<file path="config.mk">
export PLATFORM = sky130hd
export DESIGN_NAME = utf8_text_encoding_classifier_flat
export DESIGN_NICKNAME = d
export VERILOG_FILES = /design/src/design/utf8c_pkg.sv /design/src/design/utf8c_text_if.sv /design/src/design/utf8c_class_if.sv /design/src/design/utf8_text_encoding_classifier.sv /design/src/flat_wrapper.sv
export SDC_FILE = /design/constraint.sdc
export NUM_CORES = 1
export LEC_CHECK = 0
export ABC_AREA = 1
export BUFFER_PORTS_ARGS = -buffer_cell sky130_fd_sc_hd__buf_2
export CORE_MARGIN = 5
export CORE_UTILIZATION = 55
export DETAILED_ROUTE_END_ITERATION = 8
export PLACE_DENSITY = 0.88
export SETUP_SLACK_MARGIN = 0.2
export SLEW_MARGIN = 20
export SYNTH_ARGS = -nofsm -noshare
export SYNTH_HDL_FRONTEND = slang
export SYNTH_SLANG_ARGS = --single-unit
</file>
<file path="constraint.sdc">
create_clock -name clk -period 2.65 [get_ports clk]
set_clock_uncertainty 0.1 [all_clocks]
set_input_delay 0.1325 -clock clk [delete_from_list [all_inputs] [get_ports clk]]
set_output_delay 0.1325 -clock clk [all_outputs]
set_load 0.05 [all_outputs]
</file>
<file path="src/design/utf8c_pkg.sv">
// ----------------------------------------------------------------------------
// utf8c_pkg: shared types and constants of the utf-8 text classifier
// Class codes, lead byte masks and the overlong check masks.
// ----------------------------------------------------------------------------
package utf8c_pkg;

	// class of a finished text
	typedef enum logic [1:0] {
		CLASS_ASCII = 2'd0,
		CLASS_UTF8  = 2'd1,
		CLASS_8BIT  = 2'd2
	} text_class_t;

	// continuation byte test
	localparam logic [7:0] HIGH_BIT      = 8'h80;
	localparam logic [7:0] CONT_MASK     = 8'hC0;
	localparam logic [7:0] CONT_CODE     = 8'h80;
	// two byte lead payload bits that must not all be zero
	localparam logic [7:0] LEAD2_PAYLOAD = 8'h1E;

	// payload bits of longer leads
	localparam logic [7:0] LEAD3_PAYLOAD = 8'h0F;
	localparam logic [7:0] LEAD4_PAYLOAD = 8'h07;
	localparam logic [7:0] LEAD5_PAYLOAD = 8'h03;
	localparam logic [7:0] LEAD6_PAYLOAD = 8'h01;

	// bits of the following byte that rescue a zero-payload lead
	localparam logic [7:0] NEXT3_MASK    = 8'h20;
	localparam logic [7:0] NEXT4_MASK    = 8'h30;
	localparam logic [7:0] NEXT5_MASK    = 8'h38;
	localparam logic [7:0] NEXT6_MASK    = 8'h3C;

endpackage

</file>
<file path="src/design/utf8c_text_if.sv">
// ----------------------------------------------------------------------------
// utf8c_text_if: text byte channel
// Valid/ready channel carrying one byte of text and its end marks.
// ----------------------------------------------------------------------------
interface utf8c_text_if;
	logic       valid;
	logic       ready;
	logic [7:0] data_byte;
	logic       last_byte;
	logic       no_byte;

	modport source (output valid, output data_byte, output last_byte, output no_byte,
		input ready);
	modport sink (input valid, input data_byte, input last_byte, input no_byte,
		output ready);
endinterface

</file>
<file path="src/design/utf8c_class_if.sv">
// ----------------------------------------------------------------------------
// utf8c_class_if: text class channel
// Valid/ready channel carrying the class of one finished text.
// ----------------------------------------------------------------------------
interface utf8c_class_if;
	logic       valid;
	logic       ready;
	logic [1:0] text_class;

	modport source (output valid, output text_class, input ready);
	modport sink (input valid, input text_class, output ready);
endinterface

</file>
<file path="src/design/utf8_text_encoding_classifier.sv">
// ----------------------------------------------------------------------------
// utf8_text_encoding_classifier: ascii / utf-8 / 8-bit text classifier
// Follows utf-8 sequences byte by byte (leads of up to six bytes) and gives
// one class per text on its last request.
// ----------------------------------------------------------------------------
//  channel  direction  payload                          request
//  text     sink       data_byte, last_byte, no_byte    one byte of text
//  result   source     text_class                       one per finished text
//
//  One byte per cycle while no earlier class blocks a last byte; a class passes
//  the input register, then the state update into the result register.
//  arst_n clears the input stage valid, the sequence state and the result valid.
//  A stalled result holds only a last byte in the input register; other bytes
//  keep flowing, so text input stops only while a second class waits.
// ----------------------------------------------------------------------------
module utf8_text_encoding_classifier
	import utf8c_pkg::*;
(
	input  logic          clk,
	input  logic          arst_n,
	utf8c_text_if.sink    text,
	utf8c_class_if.source result
);

	// input register
	logic       valid_s1;
	logic [7:0] data_byte_s1;
	logic       last_byte_s1;
	logic       no_byte_s1;

	// sequence state
	logic [2:0] pending_q;
	logic [7:0] mask_q;
	logic       high_q;
	logic       failed_q;

	// result register
	logic        out_valid_q;
	text_class_t class_q;

	// next state
	logic [2:0]  pending_n;
	logic [7:0]  mask_n;
	logic        high_n;
	logic        failed_n;
	text_class_t class_n;

	logic advance;

	// the stage moves on unless it holds a last byte and the result is blocked
	assign advance    = valid_s1 && (!last_byte_s1 || !out_valid_q || result.ready);
	assign text.ready = !valid_s1 || advance;

	// input register
	always_ff @(posedge clk or negedge arst_n) begin
		if (!arst_n) begin
			valid_s1 <= 1'b0;
		end else if (text.ready) begin
			valid_s1 <= text.valid;
		end
	end

	always_ff @(posedge clk) begin
		if (text.ready && text.valid) begin
			data_byte_s1 <= text.data_byte;
			last_byte_s1 <= text.last_byte;
			no_byte_s1   <= text.no_byte;
		end
	end

	// byte decode and end of text handling
	always_comb begin
		logic [2:0] lead_len;
		logic [7:0] lead_pay;
		logic [7:0] next_mask;
		logic       fail_end;

		pending_n = pending_q;
		mask_n    = mask_q;
		high_n    = high_q;
		failed_n  = failed_q;
		lead_len  = 3'd0;
		lead_pay  = '0;
		next_mask = '0;

		// sequence length, payload bits and follow-up mask of a lead
		priority if (data_byte_s1 < 8'hC0) begin
			lead_len = 3'd0;
		end else if (data_byte_s1 < 8'hE0) begin
			lead_len = 3'd2;
			lead_pay = LEAD2_PAYLOAD;
		end else if (data_byte_s1 < 8'hF0) begin
			lead_len  = 3'd3;
			lead_pay  = LEAD3_PAYLOAD;
			next_mask = NEXT3_MASK;
		end else if (data_byte_s1 < 8'hF8) begin
			lead_len  = 3'd4;
			lead_pay  = LEAD4_PAYLOAD;
			next_mask = NEXT4_MASK;
		end else if (data_byte_s1 < 8'hFC) begin
			lead_len  = 3'd5;
			lead_pay  = LEAD5_PAYLOAD;
			next_mask = NEXT5_MASK;
		end else if (data_byte_s1 < 8'hFE) begin
			lead_len  = 3'd6;
			lead_pay  = LEAD6_PAYLOAD;
			next_mask = NEXT6_MASK;
		end else begin
			lead_len = 3'd0;
		end

		// state update for a byte
		if (!no_byte_s1 && !failed_q) begin
			if (pending_q != 3'd0) begin
				// continuation byte
				if ((data_byte_s1 & CONT_MASK) != CONT_CODE) begin
					failed_n = 1'b1;
				end
				if (mask_q != 8'h00 && (data_byte_s1 & mask_q) == 8'h00) begin
					failed_n = 1'b1;
				end
				mask_n    = 8'h00;
				pending_n = pending_q - 3'd1;
			end else if ((data_byte_s1 & HIGH_BIT) != 8'h00) begin
				high_n = 1'b1;
				if (lead_len == 3'd0) begin
					failed_n = 1'b1;
				end else begin
					pending_n = lead_len - 3'd1;
					mask_n    = 8'h00;
					if (lead_len == 3'd2) begin
						if ((data_byte_s1 & lead_pay) == 8'h00) begin
							failed_n = 1'b1;
						end
					end else if ((data_byte_s1 & lead_pay) == 8'h00) begin
						mask_n = next_mask;
					end
				end
			end
		end

		// class of the text, open sequence counts as cut off
		fail_end = failed_n || (pending_n != 3'd0);
		priority if (fail_end) begin
			class_n = CLASS_8BIT;
		end else if (high_n) begin
			class_n = CLASS_UTF8;
		end else begin
			class_n = CLASS_ASCII;
		end

		// last byte starts a new text
		if (last_byte_s1) begin
			pending_n = 3'd0;
			mask_n    = 8'h00;
			high_n    = 1'b0;
			failed_n  = 1'b0;
		end
	end

	// sequence state
	always_ff @(posedge clk or negedge arst_n) begin
		if (!arst_n) begin
			pending_q <= 3'd0;
			mask_q    <= 8'h00;
			high_q    <= 1'b0;
			failed_q  <= 1'b0;
		end else if (advance) begin
			pending_q <= pending_n;
			mask_q    <= mask_n;
			high_q    <= high_n;
			failed_q  <= failed_n;
		end
	end

	// result register
	always_ff @(posedge clk or negedge arst_n) begin
		if (!arst_n) begin
			out_valid_q <= 1'b0;
		end else if (advance && last_byte_s1) begin
			out_valid_q <= 1'b1;
		end else if (result.ready) begin
			out_valid_q <= 1'b0;
		end
	end

	always_ff @(posedge clk) begin
		if (advance && last_byte_s1) begin
			class_q <= class_n;
		end
	end

	assign result.valid      = out_valid_q;
	assign result.text_class = class_q;

endmodule
</file>
<file path="src/flat_wrapper.sv">
// flat-port wrapper written by rule: the top's interface ports become plain ports
module utf8_text_encoding_classifier_flat import utf8c_pkg::*;
  (clk, arst_n, text_valid, text_data_byte, text_last_byte, text_no_byte, text_ready, result_valid, result_text_class, result_ready);
  utf8c_text_if text_i ();
  utf8c_class_if result_i ();
  input  logic clk;
  input  logic arst_n;
  input wire logic [$bits(text_i.valid)-1:0] text_valid;
  input wire logic [$bits(text_i.data_byte)-1:0] text_data_byte;
  input wire logic [$bits(text_i.last_byte)-1:0] text_last_byte;
  input wire logic [$bits(text_i.no_byte)-1:0] text_no_byte;
  output wire logic [$bits(text_i.ready)-1:0] text_ready;
  output wire logic [$bits(result_i.valid)-1:0] result_valid;
  output wire logic [$bits(result_i.text_class)-1:0] result_text_class;
  input wire logic [$bits(result_i.ready)-1:0] result_ready;
  assign text_i.valid = text_valid;
  assign text_i.data_byte = text_data_byte;
  assign text_i.last_byte = text_last_byte;
  assign text_i.no_byte = text_no_byte;
  assign text_ready = text_i.ready;
  assign result_valid = result_i.valid;
  assign result_text_class = result_i.text_class;
  assign result_i.ready = result_ready;
  utf8_text_encoding_classifier u_core (.clk(clk), .arst_n(arst_n), .text(text_i), .result(result_i));
endmodule
</file>
==> results.py, run 1 <==
metrics = {
    "outcome": {
        "status": "finished, final reports clean",
    },
    "clock_network": {
        "cts_htree_levels": 1,
        "cts_tree": "done",
        "path_clk_slew_ps": 120,
        "clock-root-buffer": "clkbuf_4",
        "clk_latency_ps": 310,
        "clock_sinks": 23,
        "clk_path_buf_depth": 2,
        "numCtsBuffers": 3,
    },
    "sta": {
        "slew_headroom_pct": 75.2,
        "hold_viol_final": 0,
        "fmax_mhz": 415,
        "tightest_slew_ps": 372,
        "finalCritPeriodShare_pct": 90.9,
        "period_needed_ps": 2410,
        "rsz0062_at_grt": "yes",
        "setup_viol": 0,
        "slew_violations": 0,
        "hold_ws_ps": 119,
        "setup_tns_ps": 0,
    },
    "synth": {
        "synth.avg_cell_area_um2": 9.10,
        "netlist_area_um2": 1260,
        "yosysMostFrequentCell": "nand2_1",
        "netlist_top_cells_area": "edfxtp_1, dfrtp_1, nand2_1, inv_1, ha_1",
        "synth.distinct_cells": 28,
        "yosys.area.top_type_share_pct": 28.5,
        "yosysSeqAreaShare_pct": 50.2,
        "ys_seq_elements": 23,
        "synth_ff_type": "edfxtp_1",
        "synth_top_cells_by_count": "nand2_1, inv_1, edfxtp_1",
        "yosys.area.top_type": "edfxtp_1",
        "ys_warn_count": 0,
        "synth_cells": 139,
        "async_reset_ff_share_pct": 47.8,
        "synth_nets": 158,
        "synth-edff-count": 12,
    },
    "setup_path": {
        "timing.rr.start": "u_core.data_byte_s1[3]",
        "critPathArrivalTime_ps": 2380,
        "worstPathMaxFanout": 5,
        "path_class": "flop to flop",
        "critPathBufInv": 1,
        "rrSetupSlack_ps": 240,
        "startpoint": "u_core.data_byte_s1[3]",
        "path_cells": "nand2_2, nor2_1, nor2_1, nor2_1, inv_1, ha_2, ha_4, nor2_4, nand2_2, o22ai_1, nand2_1, o21ai_2, nand2_1, a21oi_2, nand3_2",
        "timing.critical_path.mode_cell": "nor2_1",
        "slowest_delay_ps": 460,
        "cp_data_required_time_ps": 2620,
        "critPathSlowestCell": "edfxtp_1",
        "crit_path_end_kind": "flop",
        "crit_family": "simple AND/OR/NAND/NOR gates",
        "crit_path_start_kind": "flop",
    },
    "floorplan": {
        "io_pins": 18,
        "start_util_pct": 57.2,
        "row_count": 17,
        "die_w_um": 58.0,
        "core_area_um2": 2210,
        "dieArea_um2": 3360,
        "die_y_um": 58.0,
    },
    "power_and_ir_drop": {
        "p_leak_nw": 0.716,
        "finalPower_w": 0.000997,
        "peakVddDrop_v": 0.000487,
        "p_per_area_nw_per_um2": 631,
    },
    "final_layout": {
        "multi_input_area_um2": 559,
        "fillers": 162,
        "final_nets": 195,
        "seq_area_um2": 636,
        "n_antenna_cell": 0,
        "area_growth_syn_to_layout_pct": 25.0,
        "instances_no_fill": 203,
        "drive_gt1_share_pct": 29.7,
    },
    "global_route": {
        "grt-ovfl-total": 0,
        "grt_pass1_wl_um": 4500,
        "grt_max_degree": 13,
        "grtUsageTotal_pct": 17.7,
        "antenna_found_initial": 0,
        "grt_pass1_vias": 1047,
    },
    "route": {
        "drc": 0,
        "totalWireLength_um": 2850,
        "wl_per_cell_um": 14.0,
        "first_pass_iters": 5,
        "vias": 1118,
        "ant_nets": 0,
        "vias_per_cell": 5.51,
        "drt_iter0_drc": 54,
    },
    "placement": {
        "io_buffers": 17,
        "dpl.hpwl_um": 1990,
        "gp_congestion": 0.878,
        "placedCellCount": 184,
    },
    "flow_run": {
        "cap_viol_max_count": 0,
    },
    "worst_hold_path": {
        "hold_class": "input port to async pin",
    },
}
==> power by group <==
part | leakage, nW | internal [W] | total, W | switching, W
Clock | 0.0150 | 0.0000589 | 0.000164 | 0.000105
Combinational | 0.438 | 0.000139 | 0.000385 | 0.000246
Sequential | 0.263 | 0.000424 | 0.000448 | 0.0000241
Total | 0.716 | 0.000622 | 0.000997 | 0.000375
==> routing by layer <==
layer	up-vias	part of all wire, %	global-route usage [%]
li1	529	-	-
met1	527	42	22.3
met2	52	50	28.1
met3	10	5.8	4.68
met4	0	2.7	8.94
met5	-	0	0
==> through the flow <==
step / area (µm²) / utilization (%) / worst slack, ps
5_1_grt: 1580 / 71.5 / 110
6_report: 1580 / 71.5 / 241
3_3_place_gp: 1390 / 62.6 / 370
3_5_place_dp: 1390 / 62.6 / 264
2_1_floorplan: 1260 / - / 448
4_1_cts: 1540 / 69.7 / 246
==> sequential cells by signal, summed over array words and instances, names as in the netlist <==
signal and flops:
u_core.no_byte_s1 1, u_core.high_q 1, u_core.data_byte_s1 8, u_core.pending_q 3, u_core.result.valid 1, u_core.mask_q 4
u_core.result.text_class 2, u_core.last_byte_s1 1, u_core.failed_q 1, u_core.valid_s1 1
==> cell families after synthesis <==
logic type                 after synthesis  share of synthesized area (%)
and+or+nand+nor                         62                           25.2
buffers and inverters                   25                           7.52
AOI/OAI and AO/OA                       24                           12.1
DFF                                     23                           50.2
adders and majority gates                5                           4.95
==> layout by cell type, fill, tap and decap left out, types with 3 or more instances in the layout <==
cell type and count:
nand2_2 7, inv_1 22, dlygate4sd3_1 13, edfxtp_1 12, ha_1 3, nand2_1 26
o21ai_1 4, nand3_1 5, a21oi_1 5, nor2_1 7, buf_2 17, nor2_2 5
clkbuf_4 3, dfrtp_1 11, nand4_1 3, o22ai_1 5, o21ai_0 4
==> final timing paths <==
| path | end | depth (start not counted) |
|---|---|---|
| worst min-delay path | u_core.pending_q[2] | 2 |
| worst min register to register | u_core.high_q | 2 |
| min in group clk | u_core.high_q | 2 |
| worst max-delay path | u_core.result.text_class[1] | 15 |
| max in group asynchronous | u_core.failed_q | 2 |
| worst max register to register | u_core.result.text_class[1] | 15 |
==> timing repair <==
action	in CTS	in global routing
hold endpoints to repair	23	0
hold buffers	13	0
endpoints found under the setup margin	0	4
gates resized for setup	0	5
setup buffers	0	2
==> layout make-up <==
class / count / share of cell area, %
multi-input cells: 91 / 35.4
well taps: 28 / 2.22
clock buffers: 4 / 1.66
flip-flops and latches: 23 / 40.2
inverters: 25 / 6.01
repair buffers: 32 / 14.6
Note: power is estimated with default switching activity, not from simulation.
==> run 2: changes to the inputs <==
--- a/config.mk
+++ b/config.mk
@@ -7,6 +7,7 @@
 export LEC_CHECK = 0
 export ABC_AREA = 1
 export BUFFER_PORTS_ARGS = -buffer_cell sky130_fd_sc_hd__buf_2
+export CORE_ASPECT_RATIO = 0.7
 export CORE_MARGIN = 5
 export CORE_UTILIZATION = 55
 export DETAILED_ROUTE_END_ITERATION = 8
==> run 2 against run 1 <==
Global-route usage up 0.62 points; combinational power down 2%; non-clock buffer count unchanged; critical path depth down 1; via count down 6.3%; register-to-register slack better by 40 ps; sequential power about the same; largest cell class unchanged; largest power group unchanged; highest routed layer unchanged.
==> results.py, run 2 (synthesis gave the netlist of run 1 again) <==
metrics = {
    "outcome": {
        "status": "finished, final reports clean",
    },
    "route": {
        "ant_nets": 0,
        "totalWireLength_um": 2710,
        "first_pass_iters": 4,
        "vias": 1048,
        "drt_iter0_drc": 72,
        "drc": 0,
        "vias_per_cell": 5.06,
        "wl_per_cell_um": 13.1,
    },
    "final_layout": {
        "instances_no_fill": 207,
        "drive_gt1_share_pct": 30.3,
        "final_nets": 195,
        "final_common_cell": "nand2_1",
        "largestRegisters": "u_core.data_byte_s1 x8, u_core.mask_q x4, u_core.pending_q x3",
        "area_growth_syn_to_layout_pct": 25.1,
        "layout_common_cells": "nand2_1, inv_1, buf_2, dlygate4sd3_1, edfxtp_1",
        "fillers": 157,
        "largest_reg_flops": 8,
        "seq_area_um2": 636,
        "multi_input_area_um2": 552,
        "top_register": "u_core.data_byte_s1",
        "n_antenna_cell": 0,
    },
    "setup_path": {
        "rr_worst_depth": 14,
        "timing.rr.start": "u_core.data_byte_s1[4]",
        "r2r-end": "u_core.result.text_class[1]",
        "worstPathMaxFanout": 4,
        "crit_path_start_kind": "flop",
        "rrSetupSlack_ps": 280,
        "path_class": "flop to flop",
        "crit_path_end_kind": "flop",
        "critPathArrivalTime_ps": 2350,
        "cp_data_required_time_ps": 2630,
    },
    "floorplan": {
        "row_count": 14,
        "start_util_pct": 58.2,
        "io_pins": 18,
        "die_y_um": 50.1,
        "die_w_um": 67.3,
        "core_area_um2": 2170,
        "dieArea_um2": 3370,
    },
    "clock_network": {
        "clk_latency_ps": 320,
        "cts_tree": "done",
        "path_clk_slew_ps": 130,
        "numCtsBuffers": 3,
        "cts_htree_levels": 1,
        "clock_sinks": 23,
        "clock-root-buffer": "clkbuf_4",
        "clk_path_buf_depth": 2,
    },
    "sta": {
        "slew_violations": 0,
        "setup_viol": 0,
        "tightest_slew_ps": 384,
        "hold_ws_ps": 96.4,
        "rsz0062_at_grt": "yes",
        "fmax_mhz": 422,
        "slew_headroom_pct": 74.4,
        "finalCritPeriodShare_pct": 89.5,
        "period_needed_ps": 2370,
        "setup_slack_ps": 279,
        "setup_tns_ps": 0,
        "hold_viol_final": 0,
    },
    "global_route": {
        "antenna_found_initial": 0,
        "grt_pass1_vias": 1000,
        "grt_pass1_wl_um": 4600,
        "grtUsageTotal_pct": 18.3,
        "grt_max_degree": 15,
        "grt-ovfl-total": 0,
    },
    "worst_hold_path": {
        "hold_class": "input port to async pin",
    },
    "placement": {
        "dpl.hpwl_um": 1980,
        "io_buffers": 17,
        "dp_slack_ps": 253,
        "gp_congestion": 0.869,
        "placedCellCount": 188,
    },
    "power_and_ir_drop": {
        "switching_share_pct": 37.9,
        "p_clk_share_pct": 17.0,
        "p_per_area_nw_per_um2": 629,
        "seqPwrFrac_pct": 45.0,
        "peakVddDrop_v": 0.000361,
        "pwr-share-comb_pct": 38.0,
        "p_leak_nw": 0.714,
        "internal_power_w": 0.000618,
        "p_sw_w": 0.000378,
    },
    "flow_run": {
        "cap_viol_max_count": 0,
    },
}
-- run 2: final cells by class --
type,count,area share [%]
inverters,25,6.01
flip-flops and latches,23,40.2
multi-input cells,91,34.9
well taps,32,2.53
clock buffers,3,1.42
clock inverters,1,0.474
repair buffers,32,14.5
-- run 2: critical path: stages, from the launching register on --
cell      delay, ps
edfxtp_1        490
nand2_2         150
nor2_1           60
nor2_1          150
inv_1            70
ha_2            200
ha_4            170
nor2_4          110
nand2_2          90
o22ai_1         110
nand2_1          90
o21ai_2          70
nand2_1          80
a21oi_2         120
nand3_2          90
-- run 2: how the worst max path moves through the flow --
stage / start / end / slack (ps) / cells past startpoint
final: u_core.data_byte_s1[4] / u_core.result.text_class[1] / 280 / 14
after global routing: u_core.data_byte_s1[4] / u_core.result.text_class[1] / 170 / 14
after CTS: u_core.data_byte_s1[3] / u_core.result.text_class[1] / 230 / 15
after detailed placement: u_core.data_byte_s1[3] / u_core.result.text_class[1] / 250 / 15
after global placement: u_core.data_byte_s1[3] / u_core.result.text_class[1] / 370 / 15
after floorplan: u_core.data_byte_s1[3] / u_core.result.text_class[1] / 450 / 15
-- run 2: repair_timing --
item | in CTS | in global routing
gates resized for setup | 0 | 4
endpoints found under the hold margin | 23 | 0
setup endpoints to repair | 0 | 4
setup buffers | 0 | 2
hold buffers | 13 | 0
-- run 2: metal layers --
metal | GRT usage [%] | up-vias | share of wire [%]
met5 | 0 | - | 0
met4 | 6.40 | 0 | 1.7
met3 | 5.23 | 7 | 5.2
met2 | 30.2 | 33 | 49
met1 | 22.9 | 477 | 45
li1 | - | 531 | -
-- run 2: power by group through the flow --
| stage | Clock (W) | Sequential, W | Combinational, W |
|---|---|---|---|
| floorplan | 0 | 0.000476 | 0.000256 |
| global placement | 0 | 0.000454 | 0.000335 |
| detailed placement | 0 | 0.000456 | 0.000349 |
| CTS | 0.000175 | 0.000448 | 0.000367 |
| global route | 0.000191 | 0.000454 | 0.000416 |
| finish | 0.000169 | 0.000448 | 0.000378 |
-- run 2: per-stage QoR --
| step | utilization [%] | power, W | cell area (µm²) |
|---|---|---|---|
| finish | 72.9 | 0.000996 | 1580 |
| CTS | 71.4 | 0.000990 | 1550 |
| detailed placement | 64.0 | 0.000805 | 1390 |
| floorplan | - | 0.000732 | 1260 |
| global route | 72.9 | 0.00106 | 1580 |
| global placement | 64.0 | 0.000789 | 1390 |
